[config.mk]
export PLATFORM = sky130hd
export DESIGN_NAME = seven_segment_scan_driver_top
export DESIGN_NICKNAME = d
export VERILOG_FILES = /design/src/sv/ssd_pkg.sv /design/src/sv/ssd_loader.sv /design/src/sv/seven_segment_scan_driver_top.sv
export VERILOG_INCLUDE_DIRS = /design/src /design/src/sv
export SDC_FILE = /design/constraint.sdc
export NUM_CORES = 1
export LEC_CHECK = 0
export ABC_CLOCK_PERIOD_IN_PS = 22500
export BUFFER_PORTS_ARGS = -buffer_cell sky130_fd_sc_hd__buf_2
export CAP_MARGIN = 40
export CORE_UTILIZATION = 40
export DETAILED_ROUTE_END_ITERATION = 8
export MAX_ROUTING_LAYER = met4
export SYNTH_ARGS = -nofsm -noshare
export SYNTH_HDL_FRONTEND = slang
export SYNTH_SLANG_ARGS = --single-unit
[constraint.sdc]
create_clock -name i_clk -period 22.5 [get_ports i_clk]
set_input_delay 4.5 -clock i_clk [delete_from_list [all_inputs] [get_ports i_clk]]
set_output_delay 4.5 -clock i_clk [all_outputs]
set_load 0.02 [all_outputs]
[src/sv/seven_segment_scan_driver_top_macros.svh]
// Assertion macros shared by the seven-segment scan driver RTL.
// Depends on a clock named i_clk and an active-low reset named i_rst_n in scope.
`ifndef SEVEN_SEGMENT_SCAN_DRIVER_TOP_MACROS_SVH
`define SEVEN_SEGMENT_SCAN_DRIVER_TOP_MACROS_SVH

// Consequent must hold in the same cycle as the antecedent.
`define SSD_ASSERT_SAME(label, ante, cons, msg) \
    label: assert property (@(posedge i_clk) disable iff (!i_rst_n) (ante) |-> (cons)) \
        else $error(msg);

// Consequent must hold in the cycle after the antecedent.
`define SSD_ASSERT_NEXT(label, ante, cons, msg) \
    label: assert property (@(posedge i_clk) disable iff (!i_rst_n) (ante) |=> (cons)) \
        else $error(msg);

`endif

[src/sv/ssd_pkg.sv]
// Shared types and constants for the seven-segment scan driver.
// No dependencies; used by ssd_loader and seven_segment_scan_driver_top.
`default_nettype none

package ssd_pkg;

    // Number of display positions held and scanned.
    localparam int DIGITS = 4;
    localparam int POS_W  = (DIGITS > 1) ? $clog2(DIGITS) : 1;
    localparam logic [POS_W-1:0] POS_LEFTMOST = POS_W'(DIGITS - 1);

    // Positions that a load fills with an encoded pattern.
    localparam int LOAD_DIGITS = 4;

    localparam int NUMBER_W = 14;
    localparam int CHAR_W   = 8;
    localparam int SEG_W    = 8;
    localparam int EN_W     = 4;
    localparam int DWELL_W  = 16;

    // Command codes carried in the input item's tuser.
    localparam logic [1:0] CMD_LOAD_NUMBER = 2'd0;
    localparam logic [1:0] CMD_LOAD_CHARS  = 2'd1;
    localparam logic [1:0] CMD_SCAN_TICK   = 2'd2;

    typedef logic [LOAD_DIGITS-1:0][SEG_W-1:0] t_load_patterns;

    typedef struct packed {
        logic                is_number;
        logic [NUMBER_W-1:0] number;
        logic [CHAR_W-1:0]   char_left;
        logic [CHAR_W-1:0]   char_mid_left;
        logic [CHAR_W-1:0]   char_mid_right;
        logic [CHAR_W-1:0]   char_right;
    } t_load_req;

endpackage

`default_nettype wire

[src/sv/ssd_loader.sv]
// Turns a load request into four segment patterns (number split or character codes).
// Depends on ssd_pkg.
`default_nettype none

module ssd_loader (
    input  var ssd_pkg::t_load_req      i_req,
    output ssd_pkg::t_load_patterns     o_patterns
);

    localparam logic [ssd_pkg::NUMBER_W-1:0] MAX_SHOWN = 14'd9999;

    // Display codes understood besides the plain digits.
    localparam logic [7:0] CODE_A     = 8'd20;
    localparam logic [7:0] CODE_B     = 8'd30;
    localparam logic [7:0] CODE_C     = 8'd40;
    localparam logic [7:0] CODE_D     = 8'd50;
    localparam logic [7:0] CODE_E     = 8'd60;
    localparam logic [7:0] CODE_F     = 8'd70;
    localparam logic [7:0] CODE_H     = 8'd80;
    localparam logic [7:0] CODE_O     = 8'd90;
    localparam logic [7:0] CODE_L     = 8'd100;
    localparam logic [7:0] CODE_N     = 8'd110;
    localparam logic [7:0] CODE_U     = 8'd120;
    localparam logic [7:0] CODE_S     = 8'd130;
    localparam logic [7:0] CODE_T     = 8'd140;
    localparam logic [7:0] CODE_P     = 8'd150;
    localparam logic [7:0] CODE_DOT   = 8'd200;

    typedef struct packed {
        logic [3:0]                  digit;
        logic [ssd_pkg::NUMBER_W-1:0] rest;
    } t_split;

    // Picks the decimal digit at one weight by comparing against its nine multiples.
    function automatic t_split split_digit(input logic [ssd_pkg::NUMBER_W-1:0] value,
                                           input logic [ssd_pkg::NUMBER_W-1:0] weight);
        t_split                       res;
        logic [ssd_pkg::NUMBER_W-1:0] mult;
        res.digit = 4'd0;
        res.rest  = value;
        for (int k = 1; k <= 9; k++) begin
            mult = ssd_pkg::NUMBER_W'(k * weight);
            if (value >= mult) begin
                res.digit = 4'(k);
                res.rest  = value - mult;
            end
        end
        return res;
    endfunction

    // Segment order: bit 7 dot, bits 6..0 g..a. Unknown codes are blank.
    function automatic logic [ssd_pkg::SEG_W-1:0] encode(input logic [7:0] code);
        logic [ssd_pkg::SEG_W-1:0] seg;
        unique case (code)
            8'd0:     seg = 8'h3F;
            8'd1:     seg = 8'h06;
            8'd2:     seg = 8'h5B;
            8'd3:     seg = 8'h4F;
            8'd4:     seg = 8'h66;
            8'd5:     seg = 8'h6D;
            8'd6:     seg = 8'h7D;
            8'd7:     seg = 8'h07;
            8'd8:     seg = 8'h7F;
            8'd9:     seg = 8'h6F;
            CODE_A:   seg = 8'h77;
            CODE_B:   seg = 8'h7C;
            CODE_C:   seg = 8'h39;
            CODE_D:   seg = 8'h5E;
            CODE_E:   seg = 8'h79;
            CODE_F:   seg = 8'h71;
            CODE_H:   seg = 8'h76;
            CODE_O:   seg = 8'h3F;
            CODE_L:   seg = 8'h38;
            CODE_N:   seg = 8'h37;
            CODE_U:   seg = 8'h3E;
            CODE_S:   seg = 8'h6D;
            CODE_T:   seg = 8'h78;
            CODE_P:   seg = 8'h73;
            CODE_DOT: seg = 8'h80;
            default:  seg = 8'h00;
        endcase
        return seg;
    endfunction

    logic [ssd_pkg::NUMBER_W-1:0] sat_number;
    t_split                       split_th;
    t_split                       split_hu;
    t_split                       split_te;
    logic [3:0][7:0]              codes;

    always_comb begin
        sat_number = (i_req.number > MAX_SHOWN) ? MAX_SHOWN : i_req.number;
        split_th   = split_digit(sat_number, 14'd1000);
        split_hu   = split_digit(split_th.rest, 14'd100);
        split_te   = split_digit(split_hu.rest, 14'd10);

        if (i_req.is_number) begin
            codes[3] = {4'd0, split_th.digit};
            codes[2] = {4'd0, split_hu.digit};
            codes[1] = {4'd0, split_te.digit};
            codes[0] = split_te.rest[7:0];
        end else begin
            codes[3] = i_req.char_left;
            codes[2] = i_req.char_mid_left;
            codes[1] = i_req.char_mid_right;
            codes[0] = i_req.char_right;
        end

        for (int i = 0; i < ssd_pkg::LOAD_DIGITS; i++) begin
            o_patterns[i] = encode(codes[i]);
        end
    end

endmodule

`default_nettype wire

[src/sv/seven_segment_scan_driver_top.sv]
// Top level of the multiplexed seven-segment scan driver.
// Depends on ssd_pkg, ssd_loader and seven_segment_scan_driver_top_macros.svh.
`default_nettype none
`include "seven_segment_scan_driver_top_macros.svh"

// Four-digit multiplexed seven-segment driver. Each input item carries a
// command in tuser: load number (the value, saturated to 9999, is split into
// decimal digits), load characters (four display codes, leftmost first) or
// scan tick. A load encodes and stores four segment patterns, restarts the scan
// at the leftmost digit and produces no output item. Each scan tick produces
// exactly one output item: an active-low one-hot digit enable (bit 3 leftmost)
// and that digit's segments (bit 7 dot, bits 6..0 g..a, 1 lit). The scan moves
// one digit to the right after dwell_ticks ticks (a dwell of zero acts as one)
// and wraps back to the leftmost digit; an unused command code is dropped.
// Items pass through an input register and a result register with a single
// level of decode, encode and scan logic between them, so the block accepts
// one item every clock cycle unless a stalled output holds it back. A tick
// is held in the input register, then in the result register, which offers
// its result on the output; a stalled output holds back further items only
// once the result register is full and the input register holds a tick.
// The dwell register is written through the configuration channel, which is
// always ready, and should be changed only while the block is idle. Reset
// leaves the display blank, the scan leftmost and the dwell at one tick.
module seven_segment_scan_driver_top (
    input  var logic        i_clk,
    input  var logic        i_rst_n,

    // Input items.
    input  var logic        s_axis_tvalid,
    output logic            s_axis_tready,
    // tdata, lowest bit up: number[13:0], char_left[21:14], char_mid_left[29:22],
    // char_mid_right[37:30], char_right[45:38], zero pad [47:46].
    input  var logic [47:0] s_axis_tdata,
    // tuser: cmd[1:0].
    input  var logic [1:0]  s_axis_tuser,

    // Output items.
    output logic            m_axis_tvalid,
    input  var logic        m_axis_tready,
    // tdata, lowest bit up: digit_enable[3:0], segments[11:4], zero pad [15:12].
    output logic [15:0]     m_axis_tdata,

    // Configuration: dwell_ticks.
    input  var logic        i_cfg_valid,
    output logic            o_cfg_ready,
    input  var logic [15:0] i_cfg_data
);

    localparam int DIG   = ssd_pkg::DIGITS;
    localparam int PW    = ssd_pkg::POS_W;
    localparam int DW    = ssd_pkg::DWELL_W;
    localparam int SW    = ssd_pkg::SEG_W;
    localparam int EW    = ssd_pkg::EN_W;

    // Input register.
    logic                 r_s1_valid;
    logic [1:0]           r_s1_cmd;
    ssd_pkg::t_load_req   r_s1_req;

    // Display state.
    logic [DIG-1:0][SW-1:0] r_patterns, n_patterns;
    logic [PW-1:0]          r_scan_pos, n_scan_pos;
    logic [DW-1:0]          r_dwell_count, n_dwell_count;
    logic [DW-1:0]          r_dwell_ticks;

    // Result register.
    logic                 r_out_valid, n_out_valid;
    logic [EW-1:0]        r_out_enable;
    logic [SW-1:0]        r_out_segments;

    ssd_pkg::t_load_patterns load_patterns;

    logic          s1_is_tick;
    logic          s1_is_load;
    logic          out_free;
    logic          s1_fire;
    logic [DW:0]   count_inc;
    logic [DW:0]   dwell_limit;
    logic [EW-1:0] tick_enable;

    assign s1_is_tick = (r_s1_cmd == ssd_pkg::CMD_SCAN_TICK);
    assign s1_is_load = (r_s1_cmd == ssd_pkg::CMD_LOAD_NUMBER)
                     || (r_s1_cmd == ssd_pkg::CMD_LOAD_CHARS);
    // A tick needs room in the result register; loads and unused codes never wait.
    assign out_free   = !r_out_valid || m_axis_tready;
    assign s1_fire    = r_s1_valid && (!s1_is_tick || out_free);

    assign s_axis_tready = !r_s1_valid || s1_fire;
    assign o_cfg_ready   = 1'b1;

    always_ff @(posedge i_clk) begin
        if (!i_rst_n) begin
            r_s1_valid <= 1'b0;
        end else if (s_axis_tready) begin
            r_s1_valid <= s_axis_tvalid;
        end
    end

    always_ff @(posedge i_clk) begin
        if (s_axis_tvalid && s_axis_tready) begin
            r_s1_cmd                <= s_axis_tuser;
            r_s1_req.is_number      <= (s_axis_tuser == ssd_pkg::CMD_LOAD_NUMBER);
            r_s1_req.number         <= s_axis_tdata[13:0];
            r_s1_req.char_left      <= s_axis_tdata[21:14];
            r_s1_req.char_mid_left  <= s_axis_tdata[29:22];
            r_s1_req.char_mid_right <= s_axis_tdata[37:30];
            r_s1_req.char_right     <= s_axis_tdata[45:38];
        end
    end

    ssd_loader u_loader (
        .i_req      (r_s1_req),
        .o_patterns (load_patterns)
    );

    // Dwell of zero counts as one tick.
    assign count_inc   = {1'b0, r_dwell_count} + (DW+1)'(1);
    assign dwell_limit = (r_dwell_ticks == '0) ? (DW+1)'(1) : {1'b0, r_dwell_ticks};

    // Positions beyond the four-bit select drive no digit.
    always_comb begin
        for (int b = 0; b < EW; b++) begin
            tick_enable[b] = (32'(r_scan_pos) != b);
        end
    end

    always_comb begin
        n_patterns    = r_patterns;
        n_scan_pos    = r_scan_pos;
        n_dwell_count = r_dwell_count;
        n_out_valid   = r_out_valid && !m_axis_tready;
        if (s1_fire) begin
            unique case (r_s1_cmd)
                ssd_pkg::CMD_LOAD_NUMBER,
                ssd_pkg::CMD_LOAD_CHARS: begin
                    for (int i = 0; i < DIG; i++) begin
                        n_patterns[i] = (i < ssd_pkg::LOAD_DIGITS)
                                      ? load_patterns[i] : '0;
                    end
                    n_scan_pos    = ssd_pkg::POS_LEFTMOST;
                    n_dwell_count = '0;
                end
                ssd_pkg::CMD_SCAN_TICK: begin
                    n_out_valid = 1'b1;
                    if (count_inc >= dwell_limit) begin
                        n_dwell_count = '0;
                        n_scan_pos    = (r_scan_pos == '0) ? ssd_pkg::POS_LEFTMOST
                                                           : r_scan_pos - PW'(1);
                    end else begin
                        n_dwell_count = count_inc[DW-1:0];
                    end
                end
                default: begin
                end
            endcase
        end
    end

    always_ff @(posedge i_clk) begin
        if (!i_rst_n) begin
            r_patterns    <= '0;
            r_scan_pos    <= ssd_pkg::POS_LEFTMOST;
            r_dwell_count <= '0;
            r_dwell_ticks <= DW'(1);
            r_out_valid   <= 1'b0;
        end else begin
            r_patterns    <= n_patterns;
            r_scan_pos    <= n_scan_pos;
            r_dwell_count <= n_dwell_count;
            r_out_valid   <= n_out_valid;
            if (i_cfg_valid && o_cfg_ready) begin
                r_dwell_ticks <= i_cfg_data;
            end
        end
    end

    always_ff @(posedge i_clk) begin
        if (s1_fire && s1_is_tick) begin
            r_out_enable   <= tick_enable;
            r_out_segments <= r_patterns[r_scan_pos];
        end
    end

    assign m_axis_tvalid = r_out_valid;
    assign m_axis_tdata  = {4'd0, r_out_segments, r_out_enable};

    // A load always restarts the scan at the leftmost digit with a fresh dwell.
    `SSD_ASSERT_NEXT(a_load_restarts_scan, s1_fire && s1_is_load,
        r_scan_pos == ssd_pkg::POS_LEFTMOST && r_dwell_count == '0,
        "load did not restart the scan")

    // Every tick taken from the input register leaves a result behind it.
    `SSD_ASSERT_NEXT(a_tick_makes_result, s1_fire && s1_is_tick, r_out_valid,
        "scan tick produced no result")

    // A pending result is never overwritten by a tick while it is stalled.
    `SSD_ASSERT_SAME(a_no_overwrite, r_out_valid && !m_axis_tready && r_s1_valid
        && s1_is_tick, !s1_fire, "stalled result overwritten")

    // At most one digit is driven at a time.
    `SSD_ASSERT_SAME(a_one_digit_lit, r_out_valid, $onehot0(~r_out_enable),
        "more than one digit enabled")

endmodule

`default_nettype wire
* Yosys cells after proc, flatten, opt, wreduce, memory -nomap -nowiden
Index checks and enable logic that the tools add are counted.
** Word-level totals
- Flip-flop bits (word level) :: 129
- Input port bits :: 71
- Output and inout port bits :: 19
- Logic and storage cells :: 255
** Cells by class
- Add/sub/neg operators :: 29
- Order comparisons :: 30
- Eq/ne operators :: 102
- Muxes and demuxes :: 43
- Reduce and logical (&&, ||, !) cells :: 33
** Operators with widths (number)
- 8-bit one-hot mux with 23 select lines :: 4
- 17-bit 2-to-1 mux :: 12
- 8-bit by 7-bit equality test with 1-bit output (second input constant) :: 24
- 8-bit by 3-bit equality test with 1-bit output (second input constant) :: 16
- 8-bit equality test (second input constant) :: 16
- 16-bit 2-to-1 mux :: 8
- 18-bit 2-to-1 mux :: 6
- 8-bit by 6-bit equality test with 1-bit output (second input constant) :: 12
- 14-bit by 10-bit >= comparator with 1-bit output (second input constant) :: 5
- 14-bit by 10-bit subtractor with 14-bit output (second input constant) :: 5
- 8-bit by 2-bit equality test with 1-bit output (second input constant) :: 8
- 8-bit by 4-bit equality test with 1-bit output (second input constant) :: 8
- 8-bit by 5-bit equality test with 1-bit output (second input constant) :: 8
- 14-bit by 13-bit >= comparator with 1-bit output (second input constant) :: 4
- 14-bit by 7-bit >= comparator with 1-bit output (second input constant) :: 4
- 14-bit by 13-bit subtractor with 14-bit output (second input constant) :: 4
- 14-bit by 7-bit subtractor with 14-bit output (second input constant) :: 4
- 15-bit 2-to-1 mux :: 3
- 14-bit by 6-bit >= comparator with 1-bit output (second input constant) :: 3
- 14-bit by 9-bit >= comparator with 1-bit output (second input constant) :: 3
- 14-bit by 6-bit subtractor with 14-bit output (second input constant) :: 3
- 14-bit by 9-bit subtractor with 14-bit output (second input constant) :: 3
- 8-bit by 1-bit equality test with 1-bit output (second input constant) :: 4
- 8-bit logical NOT :: 4
- other kinds (38) :: 66

* Logic depth before layout (Yosys ltp)
- Word-level depth :: 36
- Depth in mapped cells :: 46
- Gate-level depth less buffers :: 40

* Cells and area by module
From an unflattened synthesis, not the netlist that was laid out.
** Second synthesis, totals
- Cells, all modules :: 1835
- Area, all modules :: 14162.3 µm²
** By module, submodules not included
- ssd_loader :: times used 1, cells an instance 1366, area each 8687.1 µm², sequential area each 0.0 µm²
- seven_segment_scan_driver_top :: times used 1, cells an instance 469, area each 5475.3 µm², sequential area each 3193.1 µm²

* Least setup slack after synthesis
Ideal clock, no wire load.
- Path type :: reg2reg
- Start :: register r_s1_req[43] (netlist bit)
- End :: register r_patterns[5] (netlist bit)
- Library setup time :: 122 ps
- Arrival :: 9758 ps
- Required time :: 22378 ps
- Setup slack :: 12620 ps
- Stages on the path, launching flop included :: 39
- Buffers on the path :: 5
- Period minus slack after synthesis :: 9880 ps
- Cells stage by stage :: edfxtp_1 -> buf_2 -> o21a_1 -> buf_2 -> clkbuf_1 -> nor3_1 -> ha_1 -> buf_2 -> or3b_2 -> a2111o_1 -> nand3_1 -> nor3_1 -> or4b_1 -> o32a_1 -> clkbuf_1 -> inv_1 -> ha_1 -> a21oi_1 -> (+3 left out) -> nand4_1 -> a211oi_2 -> nor2_1 -> inv_1 -> ha_1 -> and2_1 -> o21ai_0 -> a21oi_1 -> o32ai_1 -> a21oi_1 -> a311oi_1 -> o31a_1 -> mux2_2 -> o21a_1 -> and2_1 -> a2111oi_4 -> or3b_1 -> a221o_1
** Between the ends
- Word-level cells in the longest chain between the ends :: 36
- Elaborated cells between the ends (all ways) :: 112
- Those cells by class :: add/sub (27); order compare (28); eq/ne (24); mux (30); reduce/logical (3)
** RTL lines
- start: declaration :: RTL line seven_segment_scan_driver_top.sv:58 : ssd_pkg::t_load_req r_s1_req;
- 14-bit > comparator :: RTL line ssd_loader.sv:92 : sat_number = (i_req.number > MAX_SHOWN) ? MAX_SHOWN : i_req.number;
- 14-bit 2-to-1 mux (*) :: RTL line ssd_loader.sv:92
- 14-bit by 10-bit subtractor with 14-bit output or 14-bit by 10-bit >= comparator with 1-bit output (tied branches) :: RTL line ssd_loader.sv:45, ssd_loader.sv:43
- 15-bit 2-to-1 mux :: RTL line ssd_loader.sv:43 : if (value >= mult) begin
- 16-bit 2-to-1 mux (2 in a row) :: RTL line ssd_loader.sv:43
- 17-bit 2-to-1 mux (4 in a row) :: RTL line ssd_loader.sv:43
- 18-bit 2-to-1 mux :: RTL line ssd_loader.sv:43
- 18-bit 2-to-1 mux (*) :: RTL line ssd_loader.sv:43
- (+12 left out)
- 16-bit 2-to-1 mux (2 in a row) :: RTL line ssd_loader.sv:43
- 17-bit 2-to-1 mux (4 in a row) :: RTL line ssd_loader.sv:43
- 18-bit 2-to-1 mux :: RTL line ssd_loader.sv:43
- 18-bit 2-to-1 mux (*) :: RTL line ssd_loader.sv:43
- 32-bit 2-to-1 mux (*) :: RTL line ssd_loader.sv:97 : if (i_req.is_number) begin
- 8-bit by 3-bit equality test with 1-bit output (tied with other cells) :: RTL line ssd_loader.sv:54 : unique case (code)
- 2-bit OR reduction (no line)
- 8-bit one-hot mux with 23 select lines (*) :: RTL line ssd_loader.sv:54
- end signal: assignment :: RTL line seven_segment_scan_driver_top.sv:167 : r_patterns <= n_patterns;
- end: declaration :: RTL line seven_segment_scan_driver_top.sv:61 : logic [DIG-1:0][SW-1:0] r_patterns, n_patterns;
Mark *: on every way between the ends. The rest lies on a longest branch, timed or not.
A chain may end at the register's enable or synchronous reset.

* Worst setup path in the final report
- Start :: register r_s1_req[45] (netlist bit)
- End :: register r_patterns[5] (netlist bit)
Same word-level chain as after synthesis.

==> reports/qor.log <==
qor: route.first_pass_iters 6
qor: timing.report.final.slew_viol_count 0
qor: power_and_ir_drop.ir_drop 0.0000539 V
qor: cts.cts.clk_slew.worst_paths 0.06 ns
qor: route.drt_wl_total 48.2 mm
qor: die.io_pins 90
qor: die.die_ar 35,200 um2
qor: timing.rsz_0062_raised_after_global_routing no
qor: setup_path.crit_path_max_fanout 29
qor: timing.max_freq 78.6 MHz
qor: setup_path.cp-start-kind flop
qor: route.drt-vias-per-instance 6.49
qor: timing.tightest_slew 0.960 ns
qor: timing.timing.final.setup_violations 0
qor: cts.cts_hold_buffers 0
qor: cells_and_area.antenna_cells 0
qor: cts.post-cts-setup-buffers 0
qor: cts.buffer_cell_driving_the_clock_tree_root sky130_fd_sc_hd__clkbuf_16
qor: yosys.mappedNetlistArea 13,800 um2
qor: cts.cts_buffers 17
qor: global_route.global_route.usage.total 27.9%
qor: die.chipWidth 188 um
qor: yosys.synth_edf_count 61
qor: setup_path.setup.worst_path.end_class flop
qor: cells_and_area.layout.cells.non_filler 2,271
qor: placed_design.dp.final_hpwl 35.3 mm
qor: worst_hold_path.min_from r_patterns[2]$_SDFFE_PN0P_
qor: route.drt-initial-drc-count 1,781
qor: cts.htreeDepth 4
qor: setup_path.slowest_library_cell_on_the_worst_path sky130_fd_sc_hd__edfxtp_1
qor: yosys.synth_flop_cell sky130_fd_sc_hd__dfxtp_1
qor: cts.number_of_sinks_driven_by_the_clock_tree 129
qor: power_and_ir_drop.cellPowerDensity 68.9 nW/um2
qor: cells_and_area.layout-drive-gt1-share 12.3%
qor: global_route.grt_max_degree 60
qor: setup_path.crit_arrival 13.04 ns
qor: placed_design.gpl.final_weighted_congestion 1.02
qor: die.core.rowCount 67
qor: setup_path.r2r-start r_s1_req[45]$_DFFE_PP_
qor: worst_hold_path.worst_hold_path.endpoint r_patterns[2]$_SDFFE_PN0P_
qor: timing.timing_hold_violations_final 0
qor: yosys.ys_async_sr_fraction 0%
qor: placed_design.io_buffer_count 82
qor: setup_path.rr_worst_depth 36
qor: timing.period_minus_slack 12.73 ns
qor: power_and_ir_drop.cellLeakagePower 5.58 nW
qor: yosys.post_synth_inst_count 1,778
qor: yosys.syn_area_per_cell 7.75 um2
qor: cells_and_area.area_growth 9.38%
qor: job.count_of_max_cap_constraint_violations 0
qor: cts.clk_path_buf_depth 2
qor: route.drc_errors 0
qor: global_route.antenna_found_initial 0
qor: setup_path.path_class reg -> reg
qor: setup_path.max_stage_delay 0.77 ns
qor: route.via_count 14,700
qor: timing.final.setup.tns 0 ns
qor: route.wl_per_cell 21.2 um
qor: yosys.yosysUniqueCellTypes 112
qor: setup_path.regToRegEndpoint r_patterns[5]$_SDFFE_PN0P_
qor: cts.clock_insertion_delay_worst_skew 0.43 ns
qor: die.fp.dieH 188 um
qor: global_route.grt_first_pass_wirelength 77.3 mm
qor: yosys.synth-seq-cells 129
qor: power_and_ir_drop.combinational_share_of_power 48.7%
qor: die.coreArea 33,700 um2
qor: power_and_ir_drop.cellInternalPower 0.000571 W
qor: placed_design.dpl.cell_count 2,239
qor: yosys.yosysWarnings 0
qor: run_status.status finished, final reports clean
qor: cts.clock_tree_from_tritoncts built
qor: global_route.grt_pass1_vias 13,800
qor: power_and_ir_drop.report.power.total 0.00104 W
qor: cts.post_cts_resize_count 0
qor: cells_and_area.layout.core_utilization 44.8%
qor: cells_and_area.nFillCells 3,383
qor: route.route.antenna.remaining_nets 0
qor: worst_hold_path.hold_path_depth 2
qor: timing.relSlewSlack 36.0%
qor: power_and_ir_drop.share_clk_of_total_power 25.5%
qor: timing.timing.clock.skew 0.00831 ns
qor: global_route.grt_overflow 0
qor: setup_path.crit_required 22.81 ns
qor: timing.timing.final.crit_share 56.6%
qor: setup_path.timing.reg2reg.setup_slack 9.77 ns
qor: worst_hold_path.hold_path.class reg -> reg
qor: power_and_ir_drop.p_sw_share 45.0%
qor: power_and_ir_drop.power.net_switching 0.000468 W
qor: cells_and_area.finish.net_count 1,955
qor: power_and_ir_drop.power.sequential.fraction 25.7%
qor: die.start_util 40.9%
qor: yosys.synth_seq_area_share 23.2%
==> flip-flops by register name, summed over array words and instances (netlist names) <==
signal / flops
r_s1_req: 47
r_patterns: 32
r_dwell_count: 16
r_dwell_ticks: 16
r_out_segments: 8
r_out_enable: 4
r_s1_cmd: 2
r_scan_pos: 2
m_axis_tvalid: 1
r_s1_valid: 1
==> metal layers <==
metal	track usage (%)	vias to the layer above	share of wire, %
li1	-	6844	-
met1	37.4	6985	44
met2	41.8	787	44
met3	3.99	128	7.5
met4	11.9	0	3.6
met5	-	-	0
==> Yosys cell counts (all sizes together) (25+ instances only) <==
cell    count  area [um2]
nand2     174         653
nor2      150         566
a21oi     109         576
o21ai     103         527
nand3      76         395
ha         74         926
nor3       69         355
dfxtp      68        1360
inv        66         248
edfxtp     61        1830
clkbuf     58         218
nor2b      48         300
buf        45         273
nor4       42         278
and2       37         231
a211oi     34         278
a31oi      34         213
xnor2      33         289
nand4      26         178
and3       25         161
mux2i      25         250
==> placed cells by master (no fill, tap or decap), drive strengths merged, types with 61 or more instances in the layout <==
cell and n:
o21ai 103, inv 70, edfxtp 61, nand3 76
a21oi 109, dfxtp 68, buf 113, nand2 174
ha 74, nor2 150, nor3 69
==> per-stage QoR <==
stage	hold WS (ns)	area, um2	worst slack (ns)
6_report	0.462	15100	9.77
5_1_grt	0.491	15100	9.08
4_1_cts	0.459	15100	10.18
3_5_place_dp	0.444	14500	10.22
3_3_place_gp	0.439	14500	9.57
2_1_floorplan	0.420	13800	12.62
==> worst max-delay path by stage <==
stage                           startpoint                           to  slack, ns  cells after the start
finish              r_s1_req[45]$_DFFE_PP_   r_patterns[5]$_SDFFE_PN0P_       9.77                     36
global route        r_s1_req[45]$_DFFE_PP_   r_patterns[5]$_SDFFE_PN0P_       9.08                     36
CTS                 r_s1_req[45]$_DFFE_PP_   r_patterns[5]$_SDFFE_PN0P_      10.18                     36
detailed placement  r_s1_req[45]$_DFFE_PP_   r_patterns[5]$_SDFFE_PN0P_      10.22                     36
global placement    r_s1_req[45]$_DFFE_PP_  r_patterns[14]$_SDFFE_PN0P_       9.57                     35
floorplan           r_s1_req[43]$_DFFE_PP_   r_patterns[5]$_SDFFE_PN0P_      12.62                     38
==> power groups by stage <==
stage               sequential, W  clock (W)  combinational [W]
finish                   0.000267   0.000265           0.000506
global route             0.000269   0.000281           0.000546
CTS                      0.000267   0.000272           0.000491
detailed placement       0.000272          0           0.000488
global placement         0.000272          0           0.000489
floorplan                0.000265          0           0.000365
==> layout make-up <==
cell class / instances / area [um2] / share of cell area, %
multi-input combinational: 1482 / 9870 / 65.5
sequential: 129 / 3190 / 21.2
timing repair buffer: 113 / 634 / 4.21
tap: 448 / 561 / 3.72
clock buffer: 20 / 469 / 3.11
inverter: 67 / 251 / 1.67
clock inverter: 12 / 98.8 / 0.655
==> critical path, delay by kind of cell, from the launching register on <==
family | cells | cell delay [ns]
buffers and inverters | 3 | 1.16
AO/OA/AOI/OAI | 16 | 4.71
AND/OR/NAND/NOR | 14 | 4.70
adder cells (fa/ha/maj) | 3 | 1.23
flip-flops | 1 | 0.77
==> cell families after synthesis <==
| logic type | share of synthesized area (%) |
|---|---|
| other cells | 0.0545 |
| flops | 23.2 |
| fa+ha+maj | 6.72 |
| buf+inv | 5.38 |
| xor+xnor | 2.92 |
| compound gates | 29.3 |
| simple gates | 28.7 |
| mux | 3.69 |
No activity file was read; power rests on OpenSTA's default activity.
